==> src/rtl/mlk_pkg.sv <==
// ----------------------------------------------------------------------------
// mlk_pkg
// codes, types and fixed widths of the master link controller
// ----------------------------------------------------------------------------
`timescale 1ns / 1ps

package mlk_pkg;

  localparam int PERIOD_BITS  = 20;
  localparam int ELAPSED_BITS = 16;
  localparam int SALT_BITS    = 32;
  localparam int CFG_IDX_BITS = 2;

  localparam logic [PERIOD_BITS-1:0] RETRY_PERIOD_RESET   = 20'd10000;
  localparam logic [PERIOD_BITS-1:0] TIMEOUT_PERIOD_RESET = 20'd600000;
  localparam logic [PERIOD_BITS-1:0] PING_PERIOD_RESET    = 20'd5000;

  typedef enum logic [2:0] {
    ST_DISC   = 3'd0,
    ST_LOGIN  = 3'd1,
    ST_AUTH   = 3'd2,
    ST_CONFIG = 3'd3,
    ST_RUN    = 3'd4
  } link_state_t;

  typedef enum logic [2:0] {
    CMD_NONE   = 3'd0,
    CMD_LOGIN  = 3'd1,
    CMD_AUTH   = 3'd2,
    CMD_CONFIG = 3'd3,
    CMD_PING   = 3'd4
  } cmd_t;

  typedef enum logic [1:0] {
    DROP_NONE      = 2'd0,
    DROP_REFUSED   = 2'd1,
    DROP_CLOSED    = 2'd2,
    DROP_TIMED_OUT = 2'd3
  } drop_t;

  typedef enum logic [2:0] {
    KIND_DATA    = 3'd0,
    KIND_NAK     = 3'd1,
    KIND_ACK     = 3'd2,
    KIND_CLOSE   = 3'd3,
    KIND_PONG    = 3'd4,
    KIND_BEACON  = 3'd5,
    KIND_UNKNOWN = 3'd6
  } kind_t;

  typedef enum logic [CFG_IDX_BITS-1:0] {
    REG_RETRY   = 2'd0,
    REG_TIMEOUT = 2'd1,
    REG_PING    = 2'd2
  } reg_idx_t;

  typedef enum logic {
    OP_CLOCK = 1'b0,
    OP_OPEN  = 1'b1
  } op_t;

  typedef struct packed {
    logic                    op;
    logic                    has_packet;
    logic                    from_master;
    logic [2:0]              packet_kind;
    logic [SALT_BITS-1:0]    packet_salt;
    logic [ELAPSED_BITS-1:0] elapsed_ms;
  } item_t;

  typedef struct packed {
    cmd_t                 first_send;
    cmd_t                 second_send;
    logic [SALT_BITS-1:0] auth_salt;
    link_state_t          link_state;
    logic                 frame_queued;
    drop_t                drop_event;
  } result_t;

endpackage

==> src/rtl/mlk_timer.sv <==
// ----------------------------------------------------------------------------
// mlk_timer
// saturating millisecond advance and expiry compare of one link timer
// ----------------------------------------------------------------------------
`timescale 1ns / 1ps

module mlk_timer
  import mlk_pkg::*;
#(
  parameter int TIMER_BITS = 20
) (
  input  logic [TIMER_BITS-1:0]   cnt,
  input  logic                    run,
  input  logic                    tick_en,
  input  logic [ELAPSED_BITS-1:0] ms,
  input  logic [PERIOD_BITS-1:0]  period,
  output logic [TIMER_BITS-1:0]   cnt_ticked,
  output logic                    expired
);

  localparam int CMP_BITS = (TIMER_BITS > PERIOD_BITS) ? TIMER_BITS : PERIOD_BITS;

  logic [TIMER_BITS:0] sum;
  logic                active;

  assign active = tick_en & run;
  assign sum    = {1'b0, cnt} + (TIMER_BITS+1)'(ms);

  // saturate at all ones on carry out
  assign cnt_ticked = !active ? cnt :
                      (sum[TIMER_BITS] ? {TIMER_BITS{1'b1}} : sum[TIMER_BITS-1:0]);

  assign expired = active && (period != '0) &&
                   (CMP_BITS'(cnt_ticked) >= CMP_BITS'(period));

endmodule

==> src/rtl/master_link_login_keepalive.sv <==
// ----------------------------------------------------------------------------
// master_link_login_keepalive
// repeater-side login, retry, keepalive and timeout control of a master link
// ----------------------------------------------------------------------------
// channel  dir  handshake            payload
// in       in   in_valid/in_ready    op has_packet from_master packet_kind
//                                    packet_salt elapsed_ms
// out      out  out_valid/out_ready  first_send second_send auth_salt
//                                    link_state frame_queued drop_event
// cfg      in   cfg_valid/cfg_ready  cfg_index cfg_data
//
// one beat per cycle sustained while out_ready holds; an accepted beat waits in
// the input register, its result then drives out_valid from the result register
// the whole state update (three timer adds and compares) sits between the two
// registers; a stalled result register holds both stages, and in_ready stays
// high while the input register is empty or moving on
// rst clears the link state, timers and salt and restores the default periods
// ----------------------------------------------------------------------------
`timescale 1ns / 1ps

module master_link_login_keepalive
  import mlk_pkg::*;
#(
  parameter int TIMER_BITS = 20
) (
  input  logic                    clk,
  input  logic                    rst,
  // item channel
  input  logic                    in_valid,
  output logic                    in_ready,
  input  logic                    op,
  input  logic                    has_packet,
  input  logic                    from_master,
  input  logic [2:0]              packet_kind,
  input  logic [SALT_BITS-1:0]    packet_salt,
  input  logic [ELAPSED_BITS-1:0] elapsed_ms,
  // result channel
  output logic                    out_valid,
  input  logic                    out_ready,
  output logic [2:0]              first_send,
  output logic [2:0]              second_send,
  output logic [SALT_BITS-1:0]    auth_salt,
  output logic [2:0]              link_state,
  output logic                    frame_queued,
  output logic [1:0]              drop_event,
  // register write channel
  input  logic                    cfg_valid,
  output logic                    cfg_ready,
  input  logic [CFG_IDX_BITS-1:0] cfg_index,
  input  logic [PERIOD_BITS-1:0]  cfg_data
);

  localparam logic [TIMER_BITS-1:0] CNT_START = TIMER_BITS'(1);

  // configuration registers
  logic [PERIOD_BITS-1:0] retry_period;
  logic [PERIOD_BITS-1:0] timeout_period;
  logic [PERIOD_BITS-1:0] ping_period;

  // link state
  link_state_t            link_status;
  logic [SALT_BITS-1:0]   salt_word;
  logic [TIMER_BITS-1:0]  retry_count;
  logic                   retry_running;
  logic [TIMER_BITS-1:0]  timeout_count;
  logic                   timeout_running;
  logic [TIMER_BITS-1:0]  ping_count;
  logic                   ping_running;

  // pipeline registers
  logic    stage_valid;
  item_t   stage;
  logic    res_valid;
  result_t res;

  logic advance;
  logic stage_ready;

  // next state
  link_state_t           link_status_next;
  logic [SALT_BITS-1:0]  salt_word_next;
  logic [TIMER_BITS-1:0] retry_count_next;
  logic                  retry_running_next;
  logic [TIMER_BITS-1:0] timeout_count_next;
  logic                  timeout_running_next;
  logic [TIMER_BITS-1:0] ping_count_next;
  logic                  ping_running_next;
  result_t               res_next;

  // values after packet handling, before the clock advance
  link_state_t           st_pkt;
  logic [TIMER_BITS-1:0] rt_cnt_pkt, to_cnt_pkt, pg_cnt_pkt;
  logic                  rt_run_pkt, to_run_pkt, pg_run_pkt;
  cmd_t                  first_cmd;
  logic                  queued;
  drop_t                 drop_pkt;

  logic                  clock_call;
  logic                  rt_tick_en, pg_tick_en;
  logic [TIMER_BITS-1:0] rt_cnt_tick, to_cnt_tick, pg_cnt_tick;
  logic                  rt_expired, to_expired, pg_expired;

  // ---------------------------------------------------------------------------
  // handshakes: result register gates everything behind it
  // ---------------------------------------------------------------------------
  assign advance     = !res_valid || out_ready;
  assign stage_ready = !stage_valid || advance;
  assign in_ready    = stage_ready;
  assign cfg_ready   = 1'b1;

  always_ff @(posedge clk) begin
    if (rst) begin
      stage_valid <= 1'b0;
    end else if (stage_ready) begin
      stage_valid <= in_valid;
    end
  end

  always_ff @(posedge clk) begin
    if (stage_ready && in_valid) begin
      stage <= '{op: op, has_packet: has_packet, from_master: from_master,
                 packet_kind: packet_kind, packet_salt: packet_salt,
                 elapsed_ms: elapsed_ms};
    end
  end

  always_ff @(posedge clk) begin
    if (rst) begin
      retry_period   <= RETRY_PERIOD_RESET;
      timeout_period <= TIMEOUT_PERIOD_RESET;
      ping_period    <= PING_PERIOD_RESET;
    end else if (cfg_valid) begin
      case (reg_idx_t'(cfg_index))
        REG_RETRY:   retry_period   <= cfg_data;
        REG_TIMEOUT: timeout_period <= cfg_data;
        REG_PING:    ping_period    <= cfg_data;
        default: ;
      endcase
    end
  end

  // ---------------------------------------------------------------------------
  // open request and packet handling
  // ---------------------------------------------------------------------------
  assign clock_call = (op_t'(stage.op) == OP_CLOCK);

  always_comb begin
    st_pkt         = link_status;
    salt_word_next = salt_word;
    rt_cnt_pkt     = retry_count;
    rt_run_pkt     = retry_running;
    to_cnt_pkt     = timeout_count;
    to_run_pkt     = timeout_running;
    pg_cnt_pkt     = ping_count;
    pg_run_pkt     = ping_running;
    first_cmd      = CMD_NONE;
    queued         = 1'b0;
    drop_pkt       = DROP_NONE;

    if (!clock_call) begin
      // open restarts login from any state, no time passes
      first_cmd  = CMD_LOGIN;
      st_pkt     = ST_LOGIN;
      to_cnt_pkt = CNT_START;
      to_run_pkt = 1'b1;
      rt_cnt_pkt = CNT_START;
      rt_run_pkt = 1'b1;
    end else if (stage.has_packet && stage.from_master) begin
      case (kind_t'(stage.packet_kind))
        KIND_DATA: begin
          queued = 1'b1;
        end
        KIND_NAK, KIND_CLOSE: begin
          st_pkt     = ST_DISC;
          to_cnt_pkt = '0;
          to_run_pkt = 1'b0;
          rt_cnt_pkt = '0;
          rt_run_pkt = 1'b0;
          drop_pkt   = (kind_t'(stage.packet_kind) == KIND_NAK) ? DROP_REFUSED : DROP_CLOSED;
        end
        KIND_ACK: begin
          case (link_status)
            ST_LOGIN: begin
              salt_word_next = stage.packet_salt;
              first_cmd      = CMD_AUTH;
              st_pkt         = ST_AUTH;
              to_cnt_pkt     = CNT_START;
              to_run_pkt     = 1'b1;
              rt_cnt_pkt     = CNT_START;
              rt_run_pkt     = 1'b1;
            end
            ST_AUTH: begin
              first_cmd  = CMD_CONFIG;
              st_pkt     = ST_CONFIG;
              to_cnt_pkt = CNT_START;
              to_run_pkt = 1'b1;
              rt_cnt_pkt = CNT_START;
              rt_run_pkt = 1'b1;
            end
            ST_CONFIG: begin
              // login done: retry off, keepalive on
              st_pkt     = ST_RUN;
              to_cnt_pkt = CNT_START;
              to_run_pkt = 1'b1;
              rt_cnt_pkt = '0;
              rt_run_pkt = 1'b0;
              pg_cnt_pkt = CNT_START;
              pg_run_pkt = 1'b1;
            end
            default: ;
          endcase
        end
        KIND_PONG: begin
          // restarts the timeout even while disconnected
          to_cnt_pkt = CNT_START;
          to_run_pkt = 1'b1;
        end
        default: ;
      endcase
    end
  end

  // ---------------------------------------------------------------------------
  // clock advance: retry runs outside the running state, ping inside it
  // ---------------------------------------------------------------------------
  assign rt_tick_en = clock_call && (st_pkt != ST_RUN);
  assign pg_tick_en = clock_call && (st_pkt == ST_RUN);

  mlk_timer #(.TIMER_BITS(TIMER_BITS)) u_retry_timer (
    .cnt        (rt_cnt_pkt),
    .run        (rt_run_pkt),
    .tick_en    (rt_tick_en),
    .ms         (stage.elapsed_ms),
    .period     (retry_period),
    .cnt_ticked (rt_cnt_tick),
    .expired    (rt_expired)
  );

  mlk_timer #(.TIMER_BITS(TIMER_BITS)) u_ping_timer (
    .cnt        (pg_cnt_pkt),
    .run        (pg_run_pkt),
    .tick_en    (pg_tick_en),
    .ms         (stage.elapsed_ms),
    .period     (ping_period),
    .cnt_ticked (pg_cnt_tick),
    .expired    (pg_expired)
  );

  mlk_timer #(.TIMER_BITS(TIMER_BITS)) u_timeout_timer (
    .cnt        (to_cnt_pkt),
    .run        (to_run_pkt),
    .tick_en    (clock_call),
    .ms         (stage.elapsed_ms),
    .period     (timeout_period),
    .cnt_ticked (to_cnt_tick),
    .expired    (to_expired)
  );

  // ---------------------------------------------------------------------------
  // expiry actions and the result beat
  // ---------------------------------------------------------------------------
  always_comb begin
    cmd_t  second_cmd;
    drop_t drop_code;

    link_status_next     = st_pkt;
    retry_count_next     = rt_cnt_tick;
    retry_running_next   = rt_run_pkt;
    ping_count_next      = pg_cnt_tick;
    ping_running_next    = pg_run_pkt;
    timeout_count_next   = to_cnt_tick;
    timeout_running_next = to_run_pkt;
    second_cmd           = CMD_NONE;
    drop_code            = drop_pkt;

    // resend the pending login step; nothing to resend while disconnected
    if (rt_expired) begin
      case (st_pkt)
        ST_LOGIN:  second_cmd = CMD_LOGIN;
        ST_AUTH:   second_cmd = CMD_AUTH;
        ST_CONFIG: second_cmd = CMD_CONFIG;
        default:   second_cmd = CMD_NONE;
      endcase
      retry_count_next   = CNT_START;
      retry_running_next = 1'b1;
    end

    if (pg_expired) begin
      second_cmd        = CMD_PING;
      ping_count_next   = CNT_START;
      ping_running_next = 1'b1;
    end

    // no ack or pong in time: drop, ping timer is left alone
    if (to_expired) begin
      link_status_next     = ST_DISC;
      timeout_count_next   = '0;
      timeout_running_next = 1'b0;
      retry_count_next     = '0;
      retry_running_next   = 1'b0;
      drop_code            = DROP_TIMED_OUT;
    end

    res_next = '{first_send: first_cmd, second_send: second_cmd,
                 auth_salt: salt_word_next, link_state: link_status_next,
                 frame_queued: queued, drop_event: drop_code};
  end

  always_ff @(posedge clk) begin
    if (rst) begin
      link_status     <= ST_DISC;
      salt_word       <= '0;
      retry_count     <= '0;
      retry_running   <= 1'b0;
      timeout_count   <= '0;
      timeout_running <= 1'b0;
      ping_count      <= '0;
      ping_running    <= 1'b0;
    end else if (stage_valid && advance) begin
      link_status     <= link_status_next;
      salt_word       <= salt_word_next;
      retry_count     <= retry_count_next;
      retry_running   <= retry_running_next;
      timeout_count   <= timeout_count_next;
      timeout_running <= timeout_running_next;
      ping_count      <= ping_count_next;
      ping_running    <= ping_running_next;
    end
  end

  always_ff @(posedge clk) begin
    if (rst) begin
      res_valid <= 1'b0;
    end else if (advance) begin
      res_valid <= stage_valid;
    end
  end

  always_ff @(posedge clk) begin
    if (advance && stage_valid) begin
      res <= res_next;
    end
  end

  assign out_valid    = res_valid;
  assign first_send   = res.first_send;
  assign second_send  = res.second_send;
  assign auth_salt    = res.auth_salt;
  assign link_state   = res.link_state;
  assign frame_queued = res.frame_queued;
  assign drop_event   = res.drop_event;

endmodule

==> config.mk <==
export PLATFORM = sky130hd
export DESIGN_NAME = master_link_login_keepalive
export DESIGN_NICKNAME = d
export VERILOG_FILES = /design/src/rtl/mlk_pkg.sv /design/src/rtl/mlk_timer.sv /design/src/rtl/master_link_login_keepalive.sv
export SDC_FILE = /design/constraint.sdc
export NUM_CORES = 1
export LEC_CHECK = 0
export BUFFER_PORTS_ARGS = -buffer_cell sky130_fd_sc_hd__buf_2
export CAP_MARGIN = 20
export CORE_UTILIZATION = 40
export DETAILED_ROUTE_END_ITERATION = 7
export SLEW_MARGIN = 20
export SYNTH_ARGS = -nofsm -noshare
export SYNTH_HDL_FRONTEND = slang
export SYNTH_SLANG_ARGS = --single-unit
==> constraint.sdc <==
create_clock -name clk -period 14.3 [get_ports clk]
set_input_delay 1.43 -clock clk [delete_from_list [all_inputs] [get_ports clk]]
set_output_delay 1.43 -clock clk [all_outputs]
set_load 0.01 [all_outputs]
## Yosys cells after proc, flatten, opt, wreduce, memory -nomap -nowiden

Index checks and enable logic that the tools add are counted.

| operators by class | value |
|---|---|
| bitwise gates (word level) | 7 |
| reductions and logical operators | 29 |
| muxes and demuxes | 56 |
| equal/unequal tests | 14 |
| $add $sub $neg | 3 |
| order comparisons | 3 |
| div/mod/pow operators | 0 |
| shift operators | 0 |
| multiply operators | 0 |

Operator list:

| cell | number |
|---|---|
| 20-bit 2-to-1 mux | 19 |
| 32-bit 2-to-1 mux | 4 |
| 20-bit case mux with 2 select lines | 2 |
| 20-bit by 16-bit adder with 21-bit output | 3 |
| 20-bit >= comparator | 3 |
| 20-bit case mux with 3 select lines | 1 |
| 20-bit nonzero test | 3 |
| 3-bit by 2-bit == test with 1-bit output, second input constant | 6 |
| 1-bit 2-to-1 mux | 16 |
| 1-bit logical AND | 11 |
| 3-bit by 1-bit == test with 1-bit output, second input constant | 3 |
| 3-bit 2-to-1 mux | 3 |
| 3-bit case mux with 3 select lines | 1 |
| 2-bit 2-to-1 mux | 4 |
| 2-bit OR reduction | 4 |
| 3-bit == test, second input constant | 2 |
| 2-bit case mux with 3 select lines | 1 |
| 3-bit case mux with 2 select lines | 1 |
| 2-bit AND reduction | 3 |
| 3-bit OR reduction | 2 |
| 1-bit NOT | 4 |
| 1-bit case mux with 2 select lines | 2 |
| 2-bit case mux with 2 select lines | 1 |
| 1-bit AND | 3 |
| 8 further kinds | 10 |

| word-level totals | value |
|---|---|
| input port bits | 81 |
| flip-flop bits (word level) | 257 |
| memories kept | 0 |
| ROM bits | 0 |
| RAM bits | 0 |
| latch bits | 0 |
| output and inout port bits | 47 |

## Longest topological paths before layout

Gate-level depths: netlist (run 1).

| logic depth | value |
|---|---|
| depth in word-level cells | 13 |
| depth in mapped cells | 28 |
| depth with buffers taken out | 24 |

## Cells and area by module

Synthesis (run 1) repeated with hierarchy kept, for this count alone.

| second synthesis, totals | value |
|---|---|
| cell total of the unflattened synthesis | 1679 |
| area, all modules | 15118.2 sq um |

Modules (own cells, without submodules):

| module | area each (sq um) | cells an instance | times used |
|---|---|---|---|
| master_link_login_keepalive | 10237.3 | 992 | 1 |
| mlk_timer at u_ping_timer | 1644.1 | 229 | 1 |
| mlk_timer at u_retry_timer | 1644.1 | 234 | 1 |
| mlk_timer at u_timeout_timer | 1592.8 | 224 | 1 |

## Worst setup path before layout (run 1)

No wires, ideal clock.

| path | value |
|---|---|
| path type | flip-flop to flip-flop |
| start | register link_status[0] |
| end | register retry_count[10] |
| slack | 8.777 ns |
| data arrival time | 5.406 ns |
| cell stages (with the launch flop) | 28 |
| library setup time | 0.117 ns |
| buffers on the path | 6 |
| clock period less this slack | 5.523 ns |
| path through | dfxtp_1 clkbuf_1 or2_2 a21oi_1 o21ai_1 a21oi_1 buf_2 and2_1 ha_1 o211ai_1 a21oi_1 o41ai_1 a21oi_1 a21oi_1 nand2_1 buf_2 a31oi_1 nor2_1 ha_1 nand4_1 nor4_1 a2111oi_0 or2_1 buf_6 and2_4 buf_6 buf_6 a22o_1 |

| on the way | value |
|---|---|
| word-level cells in the longest chain between the ends | 13 |

Ends and longest elaborated chain:

| what | RTL line | source |
|---|---|---|
| start: declaration | master_link_login_keepalive.sv:61 | `link_state_t link_status;` |
| start signal: assignment | master_link_login_keepalive.sv:320 | `link_status <= link_status_next;` |
| 3-bit by 2-bit == test with 1-bit output or 3-bit by 1-bit == test with 1-bit output (tied branches) | master_link_login_keepalive.sv:182 | `case (link_status)` |
| 2-bit OR reduction (no source line) or 3-bit case mux with 3 select lines (tied branches) | n/a |  |
| 20-bit case mux with 2 select lines or 3-bit case mux with 2 select lines (tied branches) | master_link_login_keepalive.sv:182, master_link_login_keepalive.sv:169 |  |
| 20-bit case mux with 2 select lines or 3-bit 2-to-1 mux (tied branches) | master_link_login_keepalive.sv:169, master_link_login_keepalive.sv:168 |  |
| 20-bit 2-to-1 mux or 3-bit 2-to-1 mux (tied branches) | master_link_login_keepalive.sv:168, master_link_login_keepalive.sv:160 |  |
| 20-bit 2-to-1 mux or 3-bit != test (tied branches) | master_link_login_keepalive.sv:160, master_link_login_keepalive.sv:226 |  |
| 20-bit by 16-bit adder with 21-bit output or 1-bit logical AND (tied branches) | mlk_timer.sv:27, master_link_login_keepalive.sv:226 |  |
| 20-bit 2-to-1 mux or 1-bit AND (tied branches) | mlk_timer.sv:31, mlk_timer.sv:26 |  |
| 20-bit 2-to-1 mux | mlk_timer.sv:30 | `assign cnt_ticked = !active ? cnt :` |
| 20-bit >= comparator | mlk_timer.sv:34 | `(CMP_BITS'(cnt_ticked) >= CMP_BITS'(period));` |
| 1-bit logical AND | mlk_timer.sv:33 | `assign expired = active && (period != '0) &&` |
| 20-bit 2-to-1 mux | master_link_login_keepalive.sv:277 | `if (rt_expired) begin` |
| 20-bit 2-to-1 mux (*) | master_link_login_keepalive.sv:295 | `if (to_expired) begin` |
| end signal: assignment | master_link_login_keepalive.sv:322 | `retry_count <= retry_count_next;` |
| end: declaration | master_link_login_keepalive.sv:63 | `logic [TIMER_BITS-1:0] retry_count;` |

Every way passes the cells marked *; elsewhere a longest branch is shown, timed or not.
A chain may end at the register's enable or synchronous reset.

## Worst setup path in the final report (run 1)

| path | value |
|---|---|
| start | register stage[48] (netlist name) |
| end | register ping_count[17] |

| on the way | value |
|---|---|
| word-level cells in the longest chain between the ends | 12 |

Ends and longest elaborated chain:

| what | RTL line | source |
|---|---|---|
| start: declaration | master_link_login_keepalive.sv:72 | `item_t stage;` |
| start signal: assignment | master_link_login_keepalive.sv:121 | `stage <= '{op: op, has_packet: has_packet, from_master: from_master,` |
| parallel branches: the longest is 11 deep, another holds 20-bit by 16-bit adder with 21-bit output | n/a |  |
| 20-bit 2-to-1 mux (*) | master_link_login_keepalive.sv:288 | `if (pg_expired) begin` |
| end signal: assignment | master_link_login_keepalive.sv:326 | `ping_count <= ping_count_next;` |
| end: declaration | master_link_login_keepalive.sv:67 | `logic [TIMER_BITS-1:0] ping_count;` |

Every way passes the cells marked *.

==> results of run 1 <==
-- placed cells by master, fill, tap and decap left out, drive strengths merged, types with 11 or more instances in the layout --
cell type	synthesis	final
o211ai	11	11
o22a	22	22
ha	108	108
a211o	21	21
and3	12	12
dfxtp	160	160
nor2	92	92
nor4	21	21
nand2	213	213
nor3	14	14
inv	83	83
o21ai	50	50
xor2	14	14
a21o	28	28
and2	56	56
mux2	33	33
xnor2	29	29
a2bb2oi	12	12
o31ai	13	13
edfxtp	97	97
a31oi	15	15
nand3	14	14
a22o	42	42
buf	24	136
a21oi	157	157
clkbuf	48	43
-- tightest hold or removal path: stages (launching register included) --
cell     delay, ns
dfxtp_1       0.32
nand2_1       0.05
o31ai_1       0.05
-- cells in the mapped netlist (9+ instances only) --
library cell,n
a2bb2oi_1,12
nand2_1,213
dfxtp_1,160
o22a_1,22
ha_1,108
a22o_1,42
nand4_1,10
mux2_2,33
a211oi_1,10
xnor2_1,29
buf_2,9
a21o_1,28
xor2_1,14
nor2b_1,9
nor4_1,18
o21ai_0,46
nor2_1,92
edfxtp_1,97
and3_1,12
a211o_1,21
a21oi_1,157
nand3_1,14
nor3_1,14
and2_1,54
inv_1,83
o211ai_1,10
clkbuf_1,48
nand2b_1,9
o31ai_1,13
a31oi_1,15
-- logic make-up after synthesis --
kind of cell | Yosys count
compound gates | 438
xor+xnor | 43
fa+ha+maj | 111
buf+inv | 156
flops | 257
mux | 38
other cells | 2
simple gates | 488
-- state kept, by name, indices dropped and copies added (netlist names) --
register         cells
stage               54
second_send          3
link_state           3
auth_salt           32
ping_period         20
ping_count          20
salt_word           32
link_status          3
retry_count         20
retry_running        1
ping_running         1
first_send           2
timeout_count       20
out_valid            1
timeout_running      1
timeout_period      20
stage_valid          1
drop_event           2
frame_queued         1
retry_period        20
-- per-layer routing --
layer	global-route usage	wire, um	vias to the layer above
li1	-	-	5744
met1	0.3070	18740	5588
met2	0.3293	16920	384
met3	0.05453	3310	64
met4	0.06288	1127	2
met5	0	10	-
-- final timing paths --
| check | startpoint | to | slack (ns) |
|---|---|---|---|
| worst min-delay path | retry_count[13]$_SDFFE_PP0P_ | retry_count[13]$_SDFFE_PP0P_ | 0.45 |
| worst max register to register | stage[48]$_DFFE_PP_ | ping_count[17]$_SDFFE_PP0P_ | 7.12 |
| worst min register to register | retry_count[13]$_SDFFE_PP0P_ | retry_count[13]$_SDFFE_PP0P_ | 0.45 |
| worst max-delay path | stage[48]$_DFFE_PP_ | ping_count[17]$_SDFFE_PP0P_ | 7.12 |
-- power by group through the flow --
stage | clock network [mW] | logic, mW | registers [mW]
CTS | 0.761 | 0.167 | 0.806
floorplan | 0 | 0.114 | 0.812
global route | 0.786 | 0.187 | 0.808
finish | 0.745 | 0.167 | 0.806
global placement | 0 | 0.164 | 0.821
detailed placement | 0 | 0.166 | 0.821
-- layout make-up --
cell class	count	area (um^2)	share of cell area
Tap cell	455	569.3	0.03509
Timing Repair Buffer	136	710.7	0.04380
Antenna cell	1	2.502	0.0001542
Inverter	84	316.6	0.01951
Multi-Input combinational cell	1120	7555	0.4656
Sequential cell	257	6116	0.3769
Clock buffer	43	838.3	0.05167
Clock inverter	9	117.6	0.007249
-- per-stage QoR --
step                      power [mW]  utilization  cell area, um^2  hold slack (ns)
after floorplan               0.9263            -            14300           0.4166
after global placement        0.9852       0.4377            15270           0.4259
after detailed placement      0.9871       0.4377            15270           0.4377
after CTS                      1.734       0.4651            16220           0.4512
after global routing           1.780       0.4651            16230           0.4656
final                          1.718       0.4651            16230           0.4490
==> impl_metrics.toml, run 1 <==
[worst_setup_path]
critPathCaptureType = "flop"
worst-path-buf-inv = 0
max_stage_delay_ns = 0.84
start_kind = "flop"
cpMaxStageDelayCell = "or4_1"
worstPathCellList = "nand4bb_4 -> or4_1 -> and2_1 -> fa_1 -> a211oi_1 -> o21ai_0 -> a21oi_1 -> o31a_1 -> nor4_2 -> and2b_1 -> a41oi_1 -> ha_1 -> a221oi_1 -> o21ai_0 -> a211oi_1 -> o31ai_1 -> o211ai_1 -> and2_1 -> nor4bb_1 -> a221o_1"
crit_fanout = 21
worstSetupPathType = "reg -> reg"
cp.required_ns = 14.79
cp.arrival_ns = 7.67
cp_num_cells = 20
critPathTopFamily = "simple AND/OR/NAND/NOR gates"
rr_worst_depth = 20

[global_route]
grt_max_degree = 80
gr-usage-all-layers = 0.2185
grt_pass1_wl_mm = 61.93
overflow = 0
antenna_found_initial = 3
grt_pass1_vias = 11130

[placed_design]
dp_worst_setup_slack_ns = 7.256
gp_congestion = 0.9207
port_buffers = 125
dp.cells = 2052
hpwl_mm = 29.11

[drt]
drt.antenna.violating_nets = 0
routed_wl_mm = 40.11
first_pass_iters = 5
vias_per_cell = 5.597
drt_first_iter_violations = 793
wl_per_cell_um = 19.05
remaining_drc_errors = 0
vias = 11780

[yosys]
synth_top_family_by_area = "compound AO/OA/AOI/OAI gates"
avgSynthCellArea_um2 = 9.331
yosysWarnings = 0
synth_top_area_frac = 0.2239
synth_edf_count = 97
yosys_most_used_dff = "dfxtp_1"
synth_area_leaders = "dfxtp_1 22%, edfxtp_1 20%, ha_1 9.4%, nand2_1 5.6%, a21oi_1 5.5%"
synth_compound_area_frac = 0.2056
yosysSeqAreaShare = 0.4276
synth_cell_types = 83
syn-num-nets = 1725
synth-seq-cells = 257
muxShareOfSynthArea = 0.02948
syn_area_um2 = 14300
synthSimpleGateAreaFrac = 0.1665
synthAdderAreaFrac = 0.09867
synth_xor_area_frac = 0.02633
yosys.area.top_type = "dfxtp_1"
synthCells = 1533
synth_async_sr_flop_share = 0

[clocking]
cts_tree = "built"
root_buffer = "clkbuf_16"
clkTransAtPathRegs_ns = 0.06
max-clock-path-buffers = 3
htree_levels = 1
clock_latency_ns = 0.57
post_cts_resized = 0
cts_sinks = 257
numCtsBuffers = 28
cts_setup_buffers = 0
cts_hold_buf = 0

[sta]
period_share = 0.5018
max_freq_mhz = 139.4
grt_setup_unrepaired = "no"
report.final.setup_viol = 0
setup_slack_ns = 7.124
slew_viol_final = 0
setup-tns-final_ns = 0
tightest_slew_ns = 1.001
fin_skew_ns = 0.02329
max_slew_margin = 0.3301
post-route-min-period_ns = 7.176
hold_viol_final = 0

[layout]
fin_nets = 1819
nFillCells = 3292
areaGrowthSynthToFinish_pct = 13.44
drive_gt1_frac = 0.1419
stdcell_count = 2105

[power_and_ir_drop]
p_seq_frac = 0.469
power.leakage_nw = 6.734
peakVddDrop_mv = 0.1146
p_int_mw = 1.287
power_switching_mw = 0.4309
pwr-share-comb = 0.097
power_density_nw_per_um2 = 105.9
switching_share = 0.2507
clockPowerShare = 0.434

[floorplanning]
die_area_um2 = 36520
chipWidth_um = 191.1
fp.dieH_um = 191.1
core_um2 = 34880
start_util = 0.4100
ios = 128
rows = 68

[hold_path]
hold_depth = 2
hold_class = "reg -> reg"

[outcome]
status = "completed"

[run]
maxCapViolCount = 0
No activity file was read; power rests on OpenSTA's default activity.
==> inputs of run 2 (changes only) <==
Clock period 14.3 ns to 6.2 ns, I/O delays scaled along.
==> run 2 against run 1 <==
Against the previous run:
- routed wire length up 0.75%
- largest power group unchanged
- clock power up 150%
- worst setup slack worse by 6.8 ns
- critical path type unchanged
- largest cell class unchanged
==> impl_metrics.toml, run 2 (synthesis gave the netlist of run 1 again) <==
[outcome]
status = "completed"

[placed_design]
post_dp_cell_area_um2 = 15490
port_buffers = 125
dp.cells = 2078
gp_congestion = 0.8931
dp_worst_setup_slack_ns = -0.06015
hpwl_mm = 29.06

[global_route]
grt_pass1_wl_mm = 62.07
grt_pass1_vias = 11190
antenna_found_initial = 1
gr-usage-all-layers = 0.2180
overflow = 0
grt_max_degree = 67

[worst_setup_path]
path_common_cell = "buf_4"
reg2reg_from = "stage[49]$_DFFE_PP_"
cp.required_ns = 6.65
critPathTopFamily = "compound AO/OA/AOI/OAI gates"
critPathCaptureType = "flop"
worst-path-buf-inv = 4
r2r-end = "retry_count[9]$_SDFFE_PP0P_"
crit_fanout = 23
cpMaxStageDelayCell = "edfxtp_1"
start_kind = "flop"
worstPathCellList = "and2b_1 -> buf_4 -> a21o_1 -> a21oi_1 -> buf_4 -> and2_1 -> ha_1 -> a211oi_1 -> nor2_1 -> or3b_1 -> a211o_1 -> o211ai_2 -> nand2_1 -> buf_4 -> o22a_1 -> ha_1 -> o21a_1 -> nor2_1 -> o31a_1 -> o211ai_1 -> nand4b_1 -> and2_4 -> buf_12 -> a22o_1"
rr_worst_depth = 24
ff2ff_setup_slack_ns = 0.30
max_stage_delay_ns = 0.47
worstSetupPathType = "reg -> reg"
cp.arrival_ns = 6.35

[drt]
remaining_drc_errors = 0
drt_first_iter_violations = 715
drt.antenna.violating_nets = 0
routed_wl_mm = 40.41
wl_per_cell_um = 18.89
first_pass_iters = 5
vias_per_cell = 5.537
vias = 11840

[clocking]
numCtsBuffers = 30
clkTransAtPathRegs_ns = 0.06
max-clock-path-buffers = 3
clock_latency_ns = 0.58
root_buffer = "clkbuf_16"
cts_tree = "built"
cts_sinks = 257
cts_hold_buf = 0
htree_levels = 1

[floorplanning]
fp.dieH_um = 191.1
chipWidth_um = 191.1
start_util = 0.4100
core_um2 = 34880
ios = 128
rows = 68
die_area_um2 = 36520

[power_and_ir_drop]
pwr-share-comb = 0.099
power_density_nw_per_um2 = 246.3
p_seq_frac = 0.452
switching_share = 0.2516
clockPowerShare = 0.449
power.leakage_nw = 6.936
p_int_mw = 3.069
peakVddDrop_mv = 0.2002
power_switching_mw = 1.032

[sta]
setup_slack_ns = 0.3031
tightest_slew_ns = 0.9726
post-route-min-period_ns = 5.897
slew_viol_final = 0
period_share = 0.9511
setup-tns-final_ns = 0
max_slew_margin = 0.3516
fin_skew_ns = 0.01786
hold_ws_ns = 0.2171
report.final.setup_viol = 0
max_freq_mhz = 169.6
hold_viol_final = 0

[layout]
areaGrowthSynthToFinish_pct = 16.43
layout_common_cells = "213 x nand2_1, 160 x dfxtp_1, 157 x a21oi_1"
regMostFlops = "stage"
fin_nets = 1851
nFillCells = 3256
largest_reg_flops = 54
drive_gt1_frac = 0.1682
stdcell_count = 2139
final_area_um2 = 16650
final_common_cell = "nand2_1"

[hold_path]
min_to = "stage[43]$_DFFE_PP_"
hold_depth = 1
hold_class = "in -> reg"
min-delay-start = "packet_salt[27]"

[run]
maxCapViolCount = 0
==> run 2: stage by stage <==
| stage | util | total power [mW] |
|---|---|---|
| after floorplan | - | 2.136 |
| after global placement | 0.4440 | 2.281 |
| after detailed placement | 0.4440 | 2.285 |
| after CTS | 0.4741 | 4.133 |
| after global routing | 0.4773 | 4.249 |
| final | 0.4774 | 4.101 |
==> run 2: routing by layer <==
metal  global-route usage  vias to the layer above  wire (um)
met2               0.3467                      330      17850
met1               0.3041                     5647      19160
met4              0.05067                        0        884
met3              0.04131                       52       2503
li1                     -                     5815          -
met5                    0                        -          0
==> run 2: worst max path at each step <==
stage,end,slack [ns],startpoint,cells past startpoint
after global routing,ping_count[17]$_SDFFE_PP0P_,-0.003,stage[50]$_DFFE_PP_,23
after floorplan,retry_count[10]$_SDFFE_PP0P_,0.68,link_status[0]$_SDFFE_PP0P_,27
after CTS,ping_count[9]$_SDFFE_PP0P_,0.08,stage[52]$_DFFE_PP_,23
final,retry_count[9]$_SDFFE_PP0P_,0.30,stage[49]$_DFFE_PP_,24
after global placement,ping_count[14]$_SDFFE_PP0P_,0.09,stage[52]$_DFFE_PP_,21
after detailed placement,ping_count[11]$_SDFFE_PP0P_,-0.06,stage[52]$_DFFE_PP_,21
==> run 2: layout make-up <==
class	instances	area [um^2]	share of cell area
diodes	1	2.502	0.0001503
inverters	84	316.6	0.01901
well taps	455	569.3	0.03418
multi-input cells	1120	7660	0.4600
flip-flops and latches	257	6116	0.3672
clock inverters	16	200.2	0.01202
clock buffers	40	828.3	0.04974
repair buffers	166	960.9	0.05770
==> run 2: power by group through the flow <==
stage | Combinational [mW] | Clock [mW] | Sequential, mW
after global placement | 0.392 | 0 | 1.89
after detailed placement | 0.397 | 0 | 1.89
after floorplan | 0.264 | 0 | 1.87
after CTS | 0.399 | 1.88 | 1.85
final | 0.406 | 1.84 | 1.85
after global routing | 0.448 | 1.94 | 1.86
==> run 2: what timing repair did <==
item | CTS | global route
setup endpoints to repair | 16 | 59
buffers inserted | 2 | 2
pin swaps | 1 | 0
endpoints found under the hold margin | 0 | 0
gates resized for setup | 1 | 24
